--- src/lsag_pkg.sv ---
package lsag_pkg;

  localparam int DEF_INDEX_BITS = 24;
  localparam int DEF_PASS_BITS  = 24;

  localparam int POS_PORT_BITS  = 25;
  localparam int PASS_PORT_BITS = 24;
  localparam int CFG_DATA_BITS  = 24;
  localparam int CFG_INDEX_BITS = 3;
  localparam int MODE_BITS      = 2;
  localparam int STRIDE_BITS    = 5;

  localparam logic OP_LOAD    = 1'b0;
  localparam logic OP_ADVANCE = 1'b1;

  localparam logic [MODE_BITS-1:0] LOOP_NONE     = 2'd0;
  localparam logic [MODE_BITS-1:0] LOOP_JUMP     = 2'd1;
  localparam logic [MODE_BITS-1:0] LOOP_PINGPONG = 2'd2;

  localparam logic [CFG_INDEX_BITS-1:0] REG_LOOP_MODE      = 3'd0;
  localparam logic [CFG_INDEX_BITS-1:0] REG_LOOP_FIRST     = 3'd1;
  localparam logic [CFG_INDEX_BITS-1:0] REG_LOOP_LAST      = 3'd2;
  localparam logic [CFG_INDEX_BITS-1:0] REG_CHANNEL_STRIDE = 3'd3;
  localparam logic [CFG_INDEX_BITS-1:0] REG_WAVE_VALUES    = 3'd4;

  typedef struct packed {
    logic [MODE_BITS-1:0]     loop_mode;
    logic [CFG_DATA_BITS-1:0] loop_first;
    logic [CFG_DATA_BITS-1:0] loop_last;
    logic [STRIDE_BITS-1:0]   channel_stride;
    logic [CFG_DATA_BITS-1:0] wave_values;
  } cfg_t;

  typedef struct packed {
    logic                             opcode;
    logic signed [POS_PORT_BITS-1:0]  start_position;
    logic                             start_backward;
    logic [PASS_PORT_BITS-1:0]        start_passes;
  } item_t;

  typedef struct packed {
    logic signed [POS_PORT_BITS-1:0]  sample_position;
    logic                             inside_wave;
    logic [PASS_PORT_BITS-1:0]        passes_left;
  } result_t;

endpackage

--- src/lsag_cfg.sv ---
module lsag_cfg
  import lsag_pkg::*;
(
  input  logic                      clk,
  input  logic                      rst,
  input  logic                      cfg_valid,
  input  logic [CFG_INDEX_BITS-1:0] cfg_index,
  input  logic [CFG_DATA_BITS-1:0]  cfg_data,
  output cfg_t                      cfg
);

  always_ff @(posedge clk) begin
    if (rst) begin
      cfg.loop_mode      <= LOOP_NONE;
      cfg.loop_first     <= '0;
      cfg.loop_last      <= '0;
      cfg.channel_stride <= STRIDE_BITS'(1);
      cfg.wave_values    <= '0;
    end else if (cfg_valid) begin
      unique case (cfg_index)
        REG_LOOP_MODE:      cfg.loop_mode      <= cfg_data[MODE_BITS-1:0];
        REG_LOOP_FIRST:     cfg.loop_first     <= cfg_data;
        REG_LOOP_LAST:      cfg.loop_last      <= cfg_data;
        REG_CHANNEL_STRIDE: cfg.channel_stride <= cfg_data[STRIDE_BITS-1:0];
        REG_WAVE_VALUES:    cfg.wave_values    <= cfg_data;
        default: begin
        end
      endcase
    end
  end

endmodule

--- src/lsag_core.sv ---
module lsag_core
  import lsag_pkg::*;
#(
  parameter int INDEX_BITS = DEF_INDEX_BITS,
  parameter int PASS_BITS  = DEF_PASS_BITS
) (
  input  logic    clk,
  input  logic    rst,
  input  cfg_t    cfg,
  input  logic    take,
  input  item_t   item,
  output result_t result
);

  localparam int POS_BITS = INDEX_BITS + 1;
  localparam int CMP_BITS = (POS_BITS > CFG_DATA_BITS) ? POS_BITS : CFG_DATA_BITS;

  logic signed [POS_BITS-1:0] position, position_next;
  logic                       walking_backward, walking_backward_next;
  logic [PASS_BITS-1:0]       passes_remaining, passes_remaining_next;

  logic signed [POS_BITS-1:0] stride_p, dir, step, first_p, last_p;
  logic                       looping;

  assign result.sample_position = POS_PORT_BITS'(position);
  assign result.inside_wave     = !position[POS_BITS-1] &&
      (CMP_BITS'($unsigned(position)) < CMP_BITS'(cfg.wave_values));
  assign result.passes_left     = PASS_PORT_BITS'(passes_remaining);

  always_comb begin
    stride_p = POS_BITS'(cfg.channel_stride);
    first_p  = POS_BITS'(cfg.loop_first);
    last_p   = POS_BITS'(cfg.loop_last);
    dir      = walking_backward ? -stride_p : stride_p;
    step     = position + dir;
    looping  = (passes_remaining != '0) && (cfg.loop_mode != LOOP_NONE);

    position_next         = position;
    walking_backward_next = walking_backward;
    passes_remaining_next = passes_remaining;

    if (take) begin
      if (item.opcode == OP_LOAD) begin
        position_next         = POS_BITS'(item.start_position);
        walking_backward_next = item.start_backward;
        passes_remaining_next = PASS_BITS'(item.start_passes);
      end else begin
        position_next = step;
        if (looping) begin
          case (cfg.loop_mode) inside
            LOOP_PINGPONG: begin
              if (walking_backward && step == first_p + dir) begin
                passes_remaining_next = passes_remaining - PASS_BITS'(1);
                walking_backward_next = !walking_backward;
                position_next         = first_p - dir;
              end else if (step == last_p + dir) begin
                passes_remaining_next = passes_remaining - PASS_BITS'(1);
                walking_backward_next = !walking_backward;
                position_next         = last_p - dir;
              end
            end
            default: begin
              // jump loop; the unused mode code behaves the same
              if (step == last_p + dir) begin
                passes_remaining_next = passes_remaining - PASS_BITS'(1);
                position_next         = first_p;
              end
            end
          endcase
        end
      end
    end
  end

  always_ff @(posedge clk) begin
    if (rst) begin
      position         <= '0;
      walking_backward <= 1'b0;
      passes_remaining <= '0;
    end else begin
      position         <= position_next;
      walking_backward <= walking_backward_next;
      passes_remaining <= passes_remaining_next;
    end
  end

endmodule

--- src/looping_sample_address_generator.sv ---
// Channel | Dir | Handshake             | Beat
// in      | in  | in_valid / in_ready   | opcode, start_position, start_backward, start_passes
// out     | out | out_valid / out_ready | sample_position, inside_wave, passes_left
// cfg     | in  | cfg_valid / cfg_ready | cfg_index, cfg_data
//
// One input beat per cycle unless an advance beat waits behind a stalled out.
// Input register, step logic, result register; load beats give no output.
// The position update loop closes in the step logic, so back-to-back beats run at full rate.
// Synchronous reset clears state and both valid flags, resets config; cfg_ready is always high.
// A stalled out stalls in only when an advance beat waits behind it.
module looping_sample_address_generator
  import lsag_pkg::*;
#(
  parameter int INDEX_BITS = DEF_INDEX_BITS,
  parameter int PASS_BITS  = DEF_PASS_BITS
) (
  input  logic                             clk,
  input  logic                             rst,
  input  logic                             in_valid,
  output logic                             in_ready,
  input  logic                             opcode,
  input  logic signed [POS_PORT_BITS-1:0]  start_position,
  input  logic                             start_backward,
  input  logic [PASS_PORT_BITS-1:0]        start_passes,
  output logic                             out_valid,
  input  logic                             out_ready,
  output logic signed [POS_PORT_BITS-1:0]  sample_position,
  output logic                             inside_wave,
  output logic [PASS_PORT_BITS-1:0]        passes_left,
  input  logic                             cfg_valid,
  output logic                             cfg_ready,
  input  logic [CFG_INDEX_BITS-1:0]        cfg_index,
  input  logic [CFG_DATA_BITS-1:0]         cfg_data
);

  cfg_t    cfg;
  item_t   item;
  logic    item_valid;
  logic    take;
  result_t core_result;
  result_t result;

  assign cfg_ready = 1'b1;

  lsag_cfg u_cfg (
    .clk       (clk),
    .rst       (rst),
    .cfg_valid (cfg_valid),
    .cfg_index (cfg_index),
    .cfg_data  (cfg_data),
    .cfg       (cfg)
  );

  assign take = item_valid && ((item.opcode == OP_LOAD) || !out_valid || out_ready);
  assign in_ready = !item_valid || take;

  always_ff @(posedge clk) begin
    if (rst) begin
      item_valid <= 1'b0;
    end else if (in_valid && in_ready) begin
      item_valid <= 1'b1;
    end else if (take) begin
      item_valid <= 1'b0;
    end
  end

  always_ff @(posedge clk) begin
    if (in_valid && in_ready) begin
      item.opcode         <= opcode;
      item.start_position <= start_position;
      item.start_backward <= start_backward;
      item.start_passes   <= start_passes;
    end
  end

  lsag_core #(
    .INDEX_BITS (INDEX_BITS),
    .PASS_BITS  (PASS_BITS)
  ) u_core (
    .clk    (clk),
    .rst    (rst),
    .cfg    (cfg),
    .take   (take),
    .item   (item),
    .result (core_result)
  );

  always_ff @(posedge clk) begin
    if (rst) begin
      out_valid <= 1'b0;
    end else if (take && item.opcode == OP_ADVANCE) begin
      out_valid <= 1'b1;
    end else if (out_ready) begin
      out_valid <= 1'b0;
    end
  end

  always_ff @(posedge clk) begin
    if (take && item.opcode == OP_ADVANCE) begin
      result <= core_result;
    end
  end

  assign sample_position = result.sample_position;
  assign inside_wave     = result.inside_wave;
  assign passes_left     = result.passes_left;

endmodule

--- config.mk ---
export PLATFORM = sky130hd
export DESIGN_NAME = looping_sample_address_generator
export DESIGN_NICKNAME = d
export VERILOG_FILES = /design/src/lsag_pkg.sv /design/src/lsag_cfg.sv /design/src/lsag_core.sv /design/src/looping_sample_address_generator.sv
export SDC_FILE = /design/constraint.sdc
export NUM_CORES = 1
export LEC_CHECK = 0
export BUFFER_PORTS_ARGS = -buffer_cell sky130_fd_sc_hd__buf_2
export CORE_MARGIN = 8
export CORE_UTILIZATION = 25
export DETAILED_ROUTE_END_ITERATION = 6
export GPL_ROUTABILITY_DRIVEN = 0
export PLACE_DENSITY = 0.5
export SLEW_MARGIN = 15
export SYNTH_ARGS = -nofsm -noshare
export SYNTH_HDL_FRONTEND = slang
export SYNTH_SLANG_ARGS = --single-unit
--- constraint.sdc ---
create_clock -name clk -period 8.95 [get_ports clk]
set_clock_uncertainty 0.15 [all_clocks]
set_input_delay 0 -clock clk [delete_from_list [all_inputs] [get_ports clk]]
set_output_delay 0 -clock clk [all_outputs]
set_load 0.005 [all_outputs]
# After elaboration in Yosys (flattened, before gate mapping)
# Index checks and enable logic that the tools add are counted.
classes:
  n_eq_ne: 10
  n_reduce_logical: 25
  n_mux: 21
  n_bitwise: 1
  n_lt_le_gt_ge: 1
  add_sub_neg: 7
op_table:
  columns: ["cell", "n"]
  rows:
  - ["$mux W25", 7]
  - ["$mux W24", 5]
  - ["$add A25 B25 Y25", 3]
  - ["$eq A25 B25 Y1", 2]
  - ["$sub A25 B25 Y25", 2]
  - ["$lt A25 B24 Y1", 1]
  - ["$neg A5 Y25", 1]
  - ["$reduce_bool A24 Y1", 1]
  - ["$sub A24 B1 Y24 const B", 1]
  - ["$reduce_and A2 Y1", 6]
  - ["$mux W1", 9]
  - ["$eq A3 B2 Y1 const B", 2]
  - ["$logic_and A1 B1 Y1", 6]
  - ["$reduce_bool A2 Y1", 3]
  - ["$logic_not A1 Y1", 4]
  - ["$ne A2 B1 Y1 const B", 2]
  - ["$reduce_and A4 Y1", 1]
  - ["$eq A3 B1 Y1 const B", 1]
  - ["$eq A3 B3 Y1 const B", 1]
  - ["$logic_not A3 Y1", 1]
  - ["$logic_or A1 B1 Y1", 3]
  - ["$ne A3 B1 Y1 const B", 1]
  - ["$eq A2 B2 Y1 const B", 1]
  - ["$not A1 Y1", 1]
totals:
  word_cells: 82
  regBits: 232
  in_bits: 83

# Longest topological paths before layout
logic_depth:
  ltp_word: 9
  mapped_depth: 23

# By module
# From an unflattened synthesis, not the netlist that was laid out.
unflattened:
  hier_cells: 2065
  hier_area_um2: 18448.9
modules_own_cells:
  columns: ["mod", "seq_area_each_um2", "n_inst", "area_per_inst_um2", "cells_each"]
  rows:
  - ["lsag_core", 1001.0, 1, 12084.1, 1661]
  - ["lsag_cfg", 1581.5, 1, 3216.8, 289]
  - ["looping_sample_address_generator", 3072.9, 1, 3148.0, 115]

# Worst setup path after synthesis
# OpenSTA, ideal clock, no wires.
synth_timing:
  path_kind: "register to register"
  startpoint: "register, netlist name u_cfg.cfg[24]"
  endpoint: "register u_core.passes_remaining[21]"
  period_less_slack_ns: 6.206
  path_slack_ns: 2.744
  t_arrival_ns: 5.939
  path_buffers: 1
  stages_incl_launch_ff: 19
  cell_sequence: "dfxtp_1 or4_1 o21ai_0 inv_1 ha_1 and3_4 a221oi_4 nor4b_4 nor3_2 o21a_1 xnor3_1 xor2_1 or3b_1 and4bb_1 and3_1 buf_4 o2111ai_4 or3_1 a32o_1"
synth_between:
  elab_chain_len: 9
  word_cells_on_any_way: 13
  classes_between: "4 x add/sub; 2 x eq/ne; 6 x mux; 1 x reduce/logical"
synth_rtl:
  columns: ["element", "line_no", "source"]
  rows:
  - ["$neg A5 Y25", "lsag_core.sv:34", "dir = walking_backward ? -stride_p : stride_p;"]
  - ["$mux W25 *", "lsag_core.sv:34", null]
  - ["$add A25 B25 Y25 (on tied branches)", null, null]
  - ["$eq A25 B25 Y1 (on tied branches)", "lsag_core.sv:56, lsag_core.sv:64, lsag_core.sv:52", null]
  - ["$mux W24 or $logic_and A1 B1 Y1 (tied branches)", null, null]
  - ["$mux W24", "lsag_core.sv:52", "if (walking_backward && step == first_p + dir) begin"]
  - ["$mux W24 *", "lsag_core.sv:50", "case (cfg.loop_mode) inside"]
  - ["$mux W24 *", "lsag_core.sv:49", "if (looping) begin"]
  - ["$mux W24 *", "lsag_core.sv:43", "if (item.opcode == OP_LOAD) begin"]
  - ["to (signal assigned)", "lsag_core.sv:83", "passes_remaining <= passes_remaining_next;"]
  - ["to (decl)", "lsag_core.sv:20", "logic [PASS_BITS-1:0] passes_remaining, passes_remaining_next;"]
# Mark *: on every way between the ends. The rest lies on a longest branch, timed or not. The select of a mux whose other input is x is not followed.
# A chain may end at the register's enable or synchronous reset.

# Worst setup path in the final report
layout_timing:
  startpoint: "register, netlist name u_cfg.cfg[24]"
  endpoint: "register u_core.passes_remaining[18]"
layout_between:
  elab_chain_len: 9
  word_cells_on_any_way: 13
  classes_between: "4 x add/sub; 2 x eq/ne; 6 x mux; 1 x reduce/logical"
layout_rtl:
  columns: ["element", "line_no"]
  rows:
  - ["$neg A5 Y25", "lsag_core.sv:34"]
  - ["$mux W25 *", "lsag_core.sv:34"]
  - ["$add A25 B25 Y25 (on tied branches)", null]
  - ["$eq A25 B25 Y1 (on tied branches)", "lsag_core.sv:56, lsag_core.sv:64, lsag_core.sv:52"]
  - ["$mux W24 or $logic_and A1 B1 Y1 (tied branches)", null]
  - ["$mux W24", "lsag_core.sv:52"]
  - ["$mux W24 *", "lsag_core.sv:50"]
  - ["$mux W24 *", "lsag_core.sv:49"]
  - ["$mux W24 *", "lsag_core.sv:43"]
# Marked as above.

==> results.cfg <==
[global_route]
grt_max_degree = 67
track_usage = 0.165
grt_pass1_wl_um = 102000
grt_overflow = 0
antenna_found_initial = 1
grt_pass1_vias = 16600

[route]
dr.pass1.iters = 5
wl_per_cell_um = 21.0
dr.max_layer_used = met4
drtIter0Drc = 1412
vias = 17000
vias_per_cell = 5.22
wl_met3_um = 4500
ant_nets = 0
route.met2.wl_um = 31800
drc_errors = 0
wl_met1_um = 29700
routed_wl_um = 68500

[cts]
cts.clk_slew.worst_paths_ns = 0.07
root_buffer = clkbuf_16
clockBufferDepth = 3
clock_latency_ns = 0.60
post_cts.repair.setup_buffers = 0
cts_tree = built
cts-buffers-inserted = 28
cts_htree_levels = 1
hold_buffers = 133
cts.repair.resized = 0
clock-sinks = 232

[logic_synthesis]
ys.warnings.count = 0
post_synth_num_cell_types = 117
synth_area_sq_um = 17700
avgSynthCellArea_sq_um = 8.46
ys.flop_type = dfxtp_1
synth-seq-cells = 232
yosys.area.top_type = edfxtp_1
synth_cells = 2090
synthArstFlopShare = 0
synth_edf_count = 101
synthesis.nets = 2326
synth_most_common_cell = nand2_1
synth_common_cells = nand2_1, a21oi_1, ha_1
ys_seq_area_frac = 0.320
synth_area_leaders = edfxtp_1, dfxtp_1, ha_1
synth_top_area_frac = 0.172

[flow_run]
max-cap-violations = 0

[final_layout]
multi_input_area_sq_um = 11200
final_nets = 2531
regArea_sq_um = 5660
post_route_cells_drive_above_1_share = 0.118
area_growth_pct = 21.9
final.fill_count = 7418
final_cells = 3258

[place]
dp_hpwl_um = 51700
dp.cells = 3072
port_buffers = 134

[timing]
tns_ns = 0
rsz0062_at_grt = no
max_slew.worst_pin.slew_ns = 1.09
hold_violations = 0
setup_viol = 0
period_minus_slack_ns = 7.62
max_slew_margin = 0.270
fin_crit_sh = 0.851
fmax_mhz = 131
slew_violations = 0

[run_status]
status = finished clean

[critical_path]
required_ns = 9.24
critical_path.most_common_cell = ha_1
worstPathMaxFanout = 17
crit_type = register to register
cp_data_arrival_time_ns = 7.90
slowest_stage = or2_1
path_cells = inv_1 > ha_1 > nor3b_1 > ha_1 > nand2b_1 > inv_1 > ha_1 > nand3_1 > nor4b_4 > o311ai_1 > a21oi_2 > mux2i_1 > o2111ai_1 > nor4_2 > nand4_2 > or2_1 > a21boi_4 > nor4b_1 > o22ai_1
worst_path_largest_cell_delay_ns = 0.72
setup.worst_path.end_class = register
crit_path_start_kind = register

[die]
rows = 97
start_util = 0.252
dieWidth_um = 282
die_h_um = 282
core-area_sq_um = 70000
dieArea_sq_um = 79500
io_pins = 136

[pwr]
power_mw = 3.09
power_density_nw_per_um2 = 144
leakagePower_nw = 8.70
ir_drop_uv = 153

[hold_path]
hold_class = input pin to register
## through the flow
stage,util,area (sq um),setup slack [ns],hold WS (ns)
2_1_floorplan,-,17700,2.74,-0.0511
3_3_place_gp,0.275,19200,1.64,0.0290
3_5_place_dp,0.275,19200,1.48,0.0281
4_1_cts,0.308,21600,1.41,0.000327
5_1_grt,0.308,21600,0.950,0.000666
6_report,0.308,21600,1.33,0.00466
## report_power, final
group	switching [mW]	leakage (nW)	internal (mW)
Clock	0.501	0.479	0.710
Sequential	0.0380	2.04	1.15
Combinational	0.414	6.18	0.284
## layout make-up
cell class,instances,area share
multi-input combinational,1640,0.519
sequential,232,0.262
timing repair buffer,289,0.101
tap,940,0.0546
clock buffer,35,0.0361
inverter,104,0.0181
clock inverter,17,0.00946
antenna,1,0.000116
## path summary, 6_finish.rpt
kind,from,to,slack [ns],cells after the start
setup / recovery,u_cfg.cfg[24]$_SDFFE_PP1P_,u_core.passes_remaining[18]$_SDFFE_PP0P_,1.33,19
hold / removal,start_position[20],item[45]$_DFFE_PP_,0.005,2
setup reg to reg,u_cfg.cfg[24]$_SDFFE_PP1P_,u_core.passes_remaining[18]$_SDFFE_PP0P_,1.33,19
hold reg to reg,u_cfg.cfg[10]$_SDFFE_PP0P_,u_cfg.cfg[10]$_SDFFE_PP0P_,0.30,2
## registers in the layout, indices dropped and copies added, names as in the netlist
register / cells
passes_left: 24
u_core.position: 25
sample_position: 25
u_core.passes_remaining: 24
item_valid: 1
u_core.walking_backward: 1
item: 51
out_valid: 1
u_cfg.cfg: 79
inside_wave: 1
## worst max-delay path: cells and delay by family, from the launching register on
family / cells / cell delay [ns]
compound gates: 5 / 1.47
fa+ha+maj: 3 / 1.02
buf+inv: 2 / 0.78
flops: 1 / 0.42
mux: 1 / 0.28
simple gates: 8 / 3.30
## layout by cell type, fill, tap and decap left out, types with 10 or more instances in the layout
master	instances
buf_2	133
xnor2_1	92
o31ai_1	14
inv_1	102
buf_4	23
or3_1	21
o2111ai_1	12
or4_1	12
o21ai_1	14
a21o_1	48
a221oi_1	10
ha_1	148
o211ai_1	18
nand2_1	278
and3_1	26
a21oi_1	213
nor4_1	16
nand2b_1	17
xor2_1	31
a211o_1	18
dlygate4sd3_1	133
nor3_1	59
edfxtp_1	101
dfxtp_1	131
nor2_1	133
clkbuf_16	29
o21ai_0	78
o21bai_1	15
nand3_1	47
o21a_1	18
a211oi_1	22
a31oi_1	24
o22ai_1	18
mux2i_1	11
nor2b_1	23
nand4_1	17
## logic make-up after synthesis
kind of cell,Yosys count,share of synthesized area
AO/OA/AOI/OAI,618,0.234
XOR/XNOR,136,0.0772
adder cells (fa/ha/maj),153,0.110
buffers and inverters,218,0.0492
flip-flops,232,0.320
multiplexers,20,0.0120
other,1,0.000212
AND/OR/NAND/NOR,712,0.197
## per-layer routing
| layer | vias up | track usage |
|---|---|---|
| li1 | 8025 | - |
| met1 | 8149 | 0.217 |
| met2 | 723 | 0.276 |
| met3 | 120 | 0.0188 |
| met4 | 0 | 0.0632 |
| met5 | - | 0 |
Power figures use the tool's default switching activity.
